--- config.mk ---
export PLATFORM = sky130hd
export DESIGN_NAME = trial_division_factorizer_top
export DESIGN_NICKNAME = d
export VERILOG_FILES = /design/src/hdl/tdf_pkg.sv /design/src/hdl/trial_division_factorizer_top.sv
export SDC_FILE = /design/constraint.sdc
export NUM_CORES = 1
export LEC_CHECK = 0
export ABC_AREA = 1
export BUFFER_PORTS_ARGS = -buffer_cell sky130_fd_sc_hd__buf_2
export CAP_MARGIN = 20
export CORE_UTILIZATION = 31
export DETAILED_ROUTE_END_ITERATION = 10
export GPL_TIMING_DRIVEN = 0
export PLACE_DENSITY_LB_ADDON = 0.2
export REMOVE_ABC_BUFFERS = 1
export SLEW_MARGIN = 30
export SYNTH_ARGS = -nofsm -noshare
export SYNTH_HDL_FRONTEND = slang
export SYNTH_SLANG_ARGS = --single-unit
--- constraint.sdc ---
create_clock -name clock -period 6.6 [get_ports clock]
set_clock_uncertainty 0.15 [all_clocks]
set_input_delay 1.98 -clock clock [delete_from_list [all_inputs] [get_ports clock]]
set_output_delay 1.98 -clock clock [all_outputs]
set_load 0.01 [all_outputs]
--- src/hdl/tdf_pkg.sv ---
// ----------------------------------------------------------------------------
// tdf_pkg: shared definitions for the trial division factorizer
// Widths, status codes, sequencer ops, conditions and the microprogram.
// ----------------------------------------------------------------------------
package tdf_pkg;

   // magnitude datapath width; inputs above 2^MAG_W - 1 saturate
   localparam int MAG_W       = 31;
   localparam int VALUE_W     = 32;
   localparam int PRIME_W     = 31;
   localparam int EXP_W       = 5;
   localparam int STATUS_W    = 2;
   localparam int MAX_RESULTS = 9;
   localparam int N_W         = $clog2(MAX_RESULTS + 1);
   localparam int CNT_W       = $clog2(MAG_W + 1);

   localparam logic [63:0] MAG_MAX = (64'd1 << MAG_W) - 64'd1;
   localparam logic [EXP_W-1:0] EXP_MAX = {EXP_W{1'b1}};

   localparam logic [STATUS_W-1:0] STATUS_FACTOR = 2'd0;
   localparam logic [STATUS_W-1:0] STATUS_UNIT   = 2'd1;
   localparam logic [STATUS_W-1:0] STATUS_ZERO   = 2'd2;

   typedef enum logic [3:0] {
      OP_NOP,
      OP_ACCEPT,  // take a request, load magnitude and sign
      OP_DIV,     // start divider: rem / d
      OP_WAIT,    // hold while divider busy
      OP_SHIFT,   // rem <= quotient, exponent + 1
      OP_EMIT_F,  // stage (d, e) as pending result
      OP_NEXTD,   // next trial divisor, clear exponent
      OP_EMIT_T,  // stage (rem, 1) as pending result
      OP_FIN,     // send pending result marked last
      OP_ZERO,    // send zero status result
      OP_UNIT     // send unit status result
   } op_type;

   typedef enum logic [3:0] {
      C_NONE,
      C_ALWAYS,
      C_REM_ZERO,
      C_REM_ONE,
      C_N_MAX,
      C_D_GT_Q,
      C_R_NZ,
      C_R_Z,
      C_REM_LE1
   } cond_type;

   localparam int PC_W     = 5;
   localparam int PROG_LEN = 17;

   localparam logic [PC_W-1:0] STEP_ACCEPT = 5'd0;
   localparam logic [PC_W-1:0] STEP_TEST_N = 5'd3;
   localparam logic [PC_W-1:0] STEP_SHIFT  = 5'd7;
   localparam logic [PC_W-1:0] STEP_NEXTD  = 5'd11;
   localparam logic [PC_W-1:0] STEP_TAIL   = 5'd12;
   localparam logic [PC_W-1:0] STEP_FIN    = 5'd14;
   localparam logic [PC_W-1:0] STEP_ZERO   = 5'd15;
   localparam logic [PC_W-1:0] STEP_UNIT   = 5'd16;
   localparam logic [PC_W-1:0] STEP_LAST   = 5'd16;

   typedef struct packed {
      op_type           op;
      cond_type         cond;
      logic [PC_W-1:0]  target;
   } ctrl_word_type;

   localparam ctrl_word_type PROGRAM [PROG_LEN] = '{
      '{OP_ACCEPT, C_NONE,     STEP_ACCEPT},  //  0 wait for request
      '{OP_NOP,    C_REM_ZERO, STEP_ZERO},    //  1
      '{OP_NOP,    C_REM_ONE,  STEP_UNIT},    //  2
      '{OP_NOP,    C_N_MAX,    STEP_FIN},     //  3 outer loop head
      '{OP_DIV,    C_NONE,     STEP_ACCEPT},  //  4
      '{OP_WAIT,   C_D_GT_Q,   STEP_TAIL},    //  5 d*d > rem: done
      '{OP_NOP,    C_R_NZ,     STEP_NEXTD},   //  6 not a factor
      '{OP_SHIFT,  C_NONE,     STEP_ACCEPT},  //  7 inner loop head
      '{OP_DIV,    C_NONE,     STEP_ACCEPT},  //  8
      '{OP_WAIT,   C_R_Z,      STEP_SHIFT},   //  9 divides again
      '{OP_EMIT_F, C_NONE,     STEP_ACCEPT},  // 10
      '{OP_NEXTD,  C_ALWAYS,   STEP_TEST_N},  // 11
      '{OP_NOP,    C_REM_LE1,  STEP_FIN},     // 12 tail cofactor
      '{OP_EMIT_T, C_NONE,     STEP_ACCEPT},  // 13
      '{OP_FIN,    C_ALWAYS,   STEP_ACCEPT},  // 14
      '{OP_ZERO,   C_ALWAYS,   STEP_ACCEPT},  // 15
      '{OP_UNIT,   C_ALWAYS,   STEP_ACCEPT}   // 16
   };

   // low PRIME_W bits of a magnitude, zero padded when MAG_W is narrower
   function automatic logic [PRIME_W-1:0] to_prime(input logic [MAG_W-1:0] x);
      logic [MAG_W+PRIME_W-1:0] t;
      t = {{PRIME_W{1'b0}}, x};
      return t[PRIME_W-1:0];
   endfunction

endpackage

--- src/hdl/trial_division_factorizer_top.sv ---
// ----------------------------------------------------------------------------
// trial_division_factorizer_top: prime factorization by trial division
// Microcoded sequencer over a restoring divider; emits (prime, exponent) runs.
// ----------------------------------------------------------------------------
//
//  channel | dir | handshake             | payload
//  --------+-----+-----------------------+-----------------------------------
//  req     | in  | req_valid / req_ready | req_value (32b signed)
//  rsp     | out | rsp_valid / rsp_ready | is_negative, prime_factor,
//          |     |                       | exponent, status, last
//
//  Each trial division holds the sequencer until the shared divider is done,
//  plus four more steps; the worst case is near 2^15.5 / 2 odd divisors.
//  Reset: synchronous, clears the step counter, divider count and valids.
//  Stalls: a held response blocks only the step that must hand over the next
//  one; division keeps running meanwhile. One request in flight at a time.
//
module trial_division_factorizer_top (
   input  logic                             clock,
   input  logic                             reset,
   input  logic                             req_valid,
   output logic                             req_ready,
   input  logic signed [tdf_pkg::VALUE_W-1:0] req_value,
   output logic                             rsp_valid,
   input  logic                             rsp_ready,
   output logic                             rsp_is_negative,
   output logic [tdf_pkg::PRIME_W-1:0]      rsp_prime_factor,
   output logic [tdf_pkg::EXP_W-1:0]        rsp_exponent,
   output logic [tdf_pkg::STATUS_W-1:0]     rsp_status,
   output logic                             rsp_last
);

   localparam int MW = tdf_pkg::MAG_W;

   // sequencer
   logic [tdf_pkg::PC_W-1:0] pc_ff, pc_in;
   tdf_pkg::ctrl_word_type   cw;
   logic                     stall, cond_true;

   // datapath
   logic [MW-1:0]              rem_ff, rem_in;
   logic [MW-1:0]              d_ff, d_in;
   logic [tdf_pkg::EXP_W-1:0]  e_ff, e_in;
   logic [tdf_pkg::N_W-1:0]    n_ff, n_in;
   logic                       neg_ff, neg_in;

   // divider
   logic [MW-1:0]              div_q_ff, div_q_in;
   logic [MW-1:0]              div_r_ff, div_r_in;
   logic [tdf_pkg::CNT_W-1:0]  div_cnt_ff, div_cnt_in;
   logic [MW:0]                div_shift;
   logic                       div_ge, div_busy;

   // pending result and output register
   logic                          pend_valid_ff, pend_valid_in;
   logic [tdf_pkg::PRIME_W-1:0]   pend_prime_ff, pend_prime_in;
   logic [tdf_pkg::EXP_W-1:0]     pend_exp_ff, pend_exp_in;
   logic                          rsp_valid_ff, rsp_valid_in;
   logic                          rsp_neg_ff, rsp_neg_in;
   logic [tdf_pkg::PRIME_W-1:0]   rsp_prime_ff, rsp_prime_in;
   logic [tdf_pkg::EXP_W-1:0]     rsp_exp_ff, rsp_exp_in;
   logic [tdf_pkg::STATUS_W-1:0]  rsp_status_ff, rsp_status_in;
   logic                          rsp_last_ff, rsp_last_in;
   logic                          out_full, push;

   // input magnitude with saturation
   logic [tdf_pkg::VALUE_W-1:0] mag32;
   logic [63:0]                 mag64;
   logic [MW-1:0]               mag_sat;

   always_comb begin
      mag32 = req_value[tdf_pkg::VALUE_W-1] ? (~req_value + 32'd1) : req_value;
      mag64 = {32'd0, mag32};
      if (mag64 > tdf_pkg::MAG_MAX) begin
         mag64 = tdf_pkg::MAG_MAX;
      end
      mag_sat = mag64[MW-1:0];
   end

   // microprogram fetch
   always_comb begin
      cw = tdf_pkg::PROGRAM[pc_ff];
   end

   assign out_full = rsp_valid_ff && !rsp_ready;
   assign div_busy = (div_cnt_ff != '0);

   // per-step stall: missing request, busy divider, or nowhere to put a result
   always_comb begin
      case (cw.op)
         tdf_pkg::OP_ACCEPT: stall = !req_valid;
         tdf_pkg::OP_WAIT:   stall = div_busy;
         tdf_pkg::OP_EMIT_F,
         tdf_pkg::OP_EMIT_T: stall = pend_valid_ff && out_full;
         tdf_pkg::OP_FIN,
         tdf_pkg::OP_ZERO,
         tdf_pkg::OP_UNIT:   stall = out_full;
         default:            stall = 1'b0;
      endcase
   end

   always_comb begin
      case (cw.cond)
         tdf_pkg::C_ALWAYS:   cond_true = 1'b1;
         tdf_pkg::C_REM_ZERO: cond_true = (rem_ff == '0);
         tdf_pkg::C_REM_ONE:  cond_true = (rem_ff == MW'(1));
         tdf_pkg::C_N_MAX:    cond_true = (n_ff == tdf_pkg::N_W'(tdf_pkg::MAX_RESULTS));
         tdf_pkg::C_D_GT_Q:   cond_true = (d_ff > div_q_ff);
         tdf_pkg::C_R_NZ:     cond_true = (div_r_ff != '0);
         tdf_pkg::C_R_Z:      cond_true = (div_r_ff == '0);
         tdf_pkg::C_REM_LE1:  cond_true = (rem_ff < MW'(2));
         default:             cond_true = 1'b0;
      endcase
   end

   always_comb begin
      if (stall) begin
         pc_in = pc_ff;
      end else if (cond_true) begin
         pc_in = cw.target;
      end else if (pc_ff == tdf_pkg::STEP_LAST) begin
         pc_in = tdf_pkg::STEP_ACCEPT;
      end else begin
         pc_in = pc_ff + tdf_pkg::PC_W'(1);
      end
   end

   assign req_ready = (cw.op == tdf_pkg::OP_ACCEPT);

   // restoring divider, one quotient bit per cycle
   always_comb begin
      div_shift = {div_r_ff, div_q_ff[MW-1]};
      div_ge    = (div_shift >= {1'b0, d_ff});
      div_q_in   = div_q_ff;
      div_r_in   = div_r_ff;
      div_cnt_in = div_cnt_ff;
      if (cw.op == tdf_pkg::OP_DIV) begin
         div_q_in   = rem_ff;
         div_r_in   = '0;
         div_cnt_in = tdf_pkg::CNT_W'(MW);
      end else if (div_busy) begin
         div_q_in   = {div_q_ff[MW-2:0], div_ge};
         div_r_in   = div_ge ? MW'(div_shift - {1'b0, d_ff}) : div_shift[MW-1:0];
         div_cnt_in = div_cnt_ff - tdf_pkg::CNT_W'(1);
      end
   end

   // datapath and result staging
   always_comb begin
      rem_in        = rem_ff;
      d_in          = d_ff;
      e_in          = e_ff;
      n_in          = n_ff;
      neg_in        = neg_ff;
      pend_valid_in = pend_valid_ff;
      pend_prime_in = pend_prime_ff;
      pend_exp_in   = pend_exp_ff;
      push          = 1'b0;
      rsp_neg_in    = rsp_neg_ff;
      rsp_prime_in  = rsp_prime_ff;
      rsp_exp_in    = rsp_exp_ff;
      rsp_status_in = rsp_status_ff;
      rsp_last_in   = rsp_last_ff;
      if (!stall) begin
         case (cw.op)
            tdf_pkg::OP_ACCEPT: begin
               rem_in = mag_sat;
               neg_in = req_value[tdf_pkg::VALUE_W-1];
               d_in   = MW'(2);
               e_in   = '0;
               n_in   = '0;
            end
            tdf_pkg::OP_SHIFT: begin
               rem_in = div_q_ff;
               e_in   = (e_ff == tdf_pkg::EXP_MAX) ? e_ff : e_ff + tdf_pkg::EXP_W'(1);
            end
            tdf_pkg::OP_NEXTD: begin
               d_in = (d_ff == MW'(2)) ? MW'(3) : d_ff + MW'(2);
               e_in = '0;
            end
            tdf_pkg::OP_EMIT_F,
            tdf_pkg::OP_EMIT_T: begin
               // previous pending result is known not to be last
               if (pend_valid_ff) begin
                  push          = 1'b1;
                  rsp_neg_in    = neg_ff;
                  rsp_prime_in  = pend_prime_ff;
                  rsp_exp_in    = pend_exp_ff;
                  rsp_status_in = tdf_pkg::STATUS_FACTOR;
                  rsp_last_in   = 1'b0;
               end
               pend_valid_in = 1'b1;
               n_in          = n_ff + tdf_pkg::N_W'(1);
               if (cw.op == tdf_pkg::OP_EMIT_F) begin
                  pend_prime_in = tdf_pkg::to_prime(d_ff);
                  pend_exp_in   = e_ff;
               end else begin
                  pend_prime_in = tdf_pkg::to_prime(rem_ff);
                  pend_exp_in   = tdf_pkg::EXP_W'(1);
                  rem_in        = MW'(1);
               end
            end
            tdf_pkg::OP_FIN: begin
               push          = 1'b1;
               pend_valid_in = 1'b0;
               rsp_neg_in    = neg_ff;
               rsp_prime_in  = pend_prime_ff;
               rsp_exp_in    = pend_exp_ff;
               rsp_status_in = tdf_pkg::STATUS_FACTOR;
               rsp_last_in   = 1'b1;
            end
            tdf_pkg::OP_ZERO,
            tdf_pkg::OP_UNIT: begin
               push          = 1'b1;
               rsp_neg_in    = (cw.op == tdf_pkg::OP_UNIT) && neg_ff;
               rsp_prime_in  = '0;
               rsp_exp_in    = '0;
               rsp_status_in = (cw.op == tdf_pkg::OP_UNIT) ? tdf_pkg::STATUS_UNIT
                                                           : tdf_pkg::STATUS_ZERO;
               rsp_last_in   = 1'b1;
            end
            default: begin
            end
         endcase
      end
      rsp_valid_in = push || out_full;
   end

   always_ff @(posedge clock) begin
      if (reset) begin
         pc_ff         <= tdf_pkg::STEP_ACCEPT;
         div_cnt_ff    <= '0;
         pend_valid_ff <= 1'b0;
         rsp_valid_ff  <= 1'b0;
      end else begin
         pc_ff         <= pc_in;
         div_cnt_ff    <= div_cnt_in;
         pend_valid_ff <= pend_valid_in;
         rsp_valid_ff  <= rsp_valid_in;
      end
   end

   always_ff @(posedge clock) begin
      rem_ff        <= rem_in;
      d_ff          <= d_in;
      e_ff          <= e_in;
      n_ff          <= n_in;
      neg_ff        <= neg_in;
      div_q_ff      <= div_q_in;
      div_r_ff      <= div_r_in;
      pend_prime_ff <= pend_prime_in;
      pend_exp_ff   <= pend_exp_in;
      rsp_neg_ff    <= rsp_neg_in;
      rsp_prime_ff  <= rsp_prime_in;
      rsp_exp_ff    <= rsp_exp_in;
      rsp_status_ff <= rsp_status_in;
      rsp_last_ff   <= rsp_last_in;
   end

   assign rsp_valid        = rsp_valid_ff;
   assign rsp_is_negative  = rsp_neg_ff;
   assign rsp_prime_factor = rsp_prime_ff;
   assign rsp_exponent     = rsp_exp_ff;
   assign rsp_status       = rsp_status_ff;
   assign rsp_last         = rsp_last_ff;

   // a new request never finds a result of the previous one still staged
   a_accept_no_pending: assert property (@(posedge clock) disable iff (reset)
      (req_valid && req_ready) |-> !pend_valid_ff)
      else $error("request accepted with a staged result");

   // the divider is only restarted once idle
   a_div_idle_start: assert property (@(posedge clock) disable iff (reset)
      (cw.op == tdf_pkg::OP_DIV) |-> !div_busy)
      else $error("divider restarted while busy");

   // a result is never written over one the consumer has not taken
   a_no_overwrite: assert property (@(posedge clock) disable iff (reset)
      push |-> !out_full)
      else $error("response register overwritten");

endmodule

==> flow_metrics.py <==
metrics = {
    "die": {
        "fp-row-count": 79,
        "chipWidth_um": 219,
        "die_height_um": 219,
        "dieArea_sq_mm": 0.0479,
        "io-pin-count": 78,
        "initial_core_util_pct": 31.4,
        "coreArea_sq_mm": 0.0465,
    },
    "cells_and_area": {
        "antenna_cells_inserted": 0,
        "final_area_sq_mm": 0.0165,
        "drive_gt1_share_pct": 10.4,
        "areaGrowthSynthToFinish_pct": 13.0,
        "nNetsFinal": 2068,
    },
    "sta": {
        "rsz0062_at_grt": "false",
        "setup_viol": 0,
        "hold_ws_ns": 0.323,
        "worst_slack_ns": 1.88,
        "clock.fmax_mhz": 212,
        "final_cycle_utilization_of_the_critical_path_pct": 71.5,
        "worst_pin_slew_ns": 0.984,
        "number_of_pins_exceeding_their_max_slew_limit_in_the_final_report": 0,
        "final_hold_viol_count": 0,
        "slew_headroom_pct": 34.2,
        "layout_min_cycle_time_ns": 4.72,
    },
    "yosys": {
        "netlist.top_cell.by_area": "edfxtp_1",
        "postSynth.asyncResetShare_pct": 0,
        "synth_seq_area_share_pct": 42.8,
        "avgSynthCellArea_sq_um": 7.71,
        "synthesis.yosys.warnings": 0,
        "netlist.area_leader.share_pct": 36.9,
        "synth_area_sq_mm": 0.0146,
        "postSynth.topFlopCell": "edfxtp_1",
        "synth.lib_cells_used.distinct": 62,
        "ys_top_cells_by_area": "edfxtp_1 (37%), nand2_1 (11%), nor2_1 (6.7%), ha_1 (6.4%), inv_1 (6.4%)",
        "synthesis.instances": 1890,
        "edff_count_synth": 179,
        "yosys_register_bits": 222,
    },
    "clocking": {
        "numClockSinks": 222,
        "tritoncts_clock_tree": "built",
        "cts_buffers": 27,
        "ctsLongestPathBuffers": 3,
        "post-cts-setup-buffer-count": 0,
        "holdBufCountCts": 0,
        "htree_levels": 1,
        "cts-root-buf": "clkbuf_16",
        "cts_resized": 0,
        "clkLatencyLatePin_ns": 0.57,
        "clkTransAtPathRegs_ns": 0.05,
    },
    "route": {
        "postRouteWirelength_um": 42800,
        "drtAntennaViolNets": 0,
        "num_vias": 12660,
        "detail_route.iter0.violations": 907,
        "firstDrtPassIters": 5,
        "route.detailed.drc": 0,
        "routedWlPerCell_um": 16.6,
        "vias_per_cell": 4.90,
    },
    "critical_path": {
        "slowest_delay_ns": 0.53,
        "crit_type": "reg2out",
        "data_required_critical_path_ns": 4.47,
        "category_of_the_worst_setup_path_launch_point": "flop",
        "critical-path-top-cell-by-count": "inv_1",
        "worst-path-buf-inv": 5,
        "worstPathCellList": "inv_1, ha_1, inv_1, nand2_1, o22ai_1, a21oi_2, inv_2, nor2_4, nand2_2, inv_1, buf_2",
        "worst_setup_path_end_kind": "primary output",
        "cp.arrival_ns": 2.59,
        "cp_slowest_cell": "dfxtp_1",
        "timing.critical_path.fanout_max": 7,
        "critical-path-top-delay-family": "buffers and inverters",
    },
    "grt": {
        "grt_remaining_overflow": 0,
        "first_pass_grt_wire_length_um": 67200,
        "grt_pass1_vias": 12092,
        "number_of_antenna_violations_at_the_first_check_in_global_routing": 0,
        "grt.total_usage_pct": 18.0,
        "grt_max_degree": 52,
    },
    "min_path": {
        "worstHoldPathType": "reg2reg",
    },
    "pwr": {
        "combPwrFrac_pct": 54.1,
        "seq_power_share_pct": 30.7,
        "switching_share_pct": 48.8,
        "power.share.clock_pct": 15.1,
        "ir_drop_uv": 242,
        "switchingPower_mw": 4.59,
        "cellPowerDensity_mw_per_mm2": 571,
        "p_int_mw": 4.81,
        "leakagePower_nw": 7.10,
    },
    "status": {
        "run_status": "completed",
    },
    "placed_design": {
        "dpl-instance-area_sq_mm": 0.0156,
        "port-buffer-count": 77,
        "finalWeightedCongestion": 0.895,
        "dpl_hpwl_um": 32800,
        "pre_cts_ws_ns": 2.00,
    },
    "run": {
        "drv_cap": 0,
    },
}
## registers in the layout, summed over array words and instances (netlist names), 2 cells and up
| name | count |
|---|---|
| div_q_ff | 31 |
| pend_exp_ff | 5 |
| rsp_status | 2 |
| div_cnt_ff | 5 |
| rem_ff | 31 |
| n_ff | 4 |
| rsp_prime_factor | 31 |
| e_ff | 5 |
| pend_prime_ff | 31 |
| div_r_ff | 31 |
| rsp_exponent | 5 |
| d_ff | 31 |
| pc_ff | 5 |
## cell usage in the layout, fill, tap and decap left out, types with 3 or more instances in the layout
cell type and n:
nand2_1 439, nor3_1 34, a21o_1 3, o21ai_2 3, o211ai_1 12, nor3_2 3
nand3b_1 3, clkinv_2 9, nor4_1 11, nand2_4 3, edfxtp_1 179, ha_1 75
o21bai_1 4, clkinvlp_4 3, o21ai_1 36, buf_2 77, buf_16 3, xnor2_1 17
nand3_1 58, dfxtp_1 43, o21ai_0 156, inv_1 246, nor2_1 258, clkbuf_1 5
a21oi_1 103, inv_2 14, nand2_2 10, or2_2 8, nor2_2 10, buf_6 3
xor2_1 31, clkbuf_16 27, nor2_4 8, o21a_1 3, nand3_2 7, nand4_1 25
clkinv_1 5
## layout make-up
cell class / instances / area, sq um
fillers: 4847 / 30000
multi-input cells: 1358 / 7150
flip-flops and latches: 222 / 6240
inverters: 264 / 995
well taps: 607 / 759
clock buffers: 32 / 694
repair buffers: 83 / 502
clock inverters: 18 / 141
## synthesized netlist by cell type (all sizes together) (3+ instances only)
master  instances
inv           262
nor2          276
o21ai         195
xnor2          17
a21o            3
or2            11
dfxtp          43
nor3b           3
nor4           14
ha             75
clkbuf         14
nand3b          3
a21oi         105
nand4          25
nand2         452
o21bai          4
o21a            3
o211ai         12
buf            32
edfxtp        179
xor2           31
nor3           39
nand3          67
## path summary, 6_finish.rpt
| kind | cells after the start | start | endpoint | slack (ns) |
|---|---|---|---|---|
| worst max-delay path | 11 | pc_ff[1] | req_ready | 1.88 |
| worst min-delay path | 2 | div_cnt_ff[4] | div_cnt_ff[4] | 0.32 |
| worst max register to register | 13 | pc_ff[1] | e_ff[0] | 2.50 |
| worst min register to register | 2 | div_cnt_ff[4] | div_cnt_ff[4] | 0.32 |
## metal layers
| metal | global-route usage, % | share of wire [%] | vias up |
|---|---|---|---|
| met5 | 0 | 0 | - |
| met4 | 5.53 | 3.3 | 0 |
| met3 | 2.08 | 4.6 | 59 |
| met2 | 30.3 | 47 | 295 |
| met1 | 24.0 | 45 | 5926 |
| li1 | - | - | 6380 |
## power groups by stage
stage	logic (mW)	clock network, mW	registers [mW]
6_report	5.09	1.42	2.89
5_1_grt	5.81	1.50	2.98
4_1_cts	5.11	1.46	2.89
3_5_place_dp	5.08	0	2.91
3_3_place_gp	4.92	0	2.95
2_1_floorplan	3.57	0	2.77
## metrics by stage
step | util (%) | std cells | total power [mW] | setup TNS (ns)
finish | 35.5 | 2584 | 9.41 | 0
global route | 35.5 | 2584 | 10.3 | 0
CTS | 35.4 | 2584 | 9.45 | 0
detailed placement | 33.6 | 2534 | 7.99 | 0
global placement | 33.3 | 2528 | 7.87 | -27.10
floorplan | - | 1844 | 6.34 | 0
## logic make-up (layout without fill, tap and decap cells)
| family | count (synthesis) | after routing | share of synthesized area, % |
|---|---|---|---|
| and+or+nand+nor | 897 | 897 | 26.7 |
| xor gates and xnor gates | 48 | 48 | 2.88 |
| buffers and inverters | 310 | 397 | 8.56 |
| AOI/OAI and AO/OA | 337 | 337 | 12.5 |
| DFF | 222 | 222 | 42.8 |
| adders and majority gates | 76 | 76 | 6.58 |
## worst min-delay path: cells and delay by family (launching register included)
kind | cells | cell delay, ns
flops | 1 | 0.31
compound gates | 1 | 0.06
simple gates | 1 | 0.06
No activity file was read; power rests on OpenSTA's default activity.
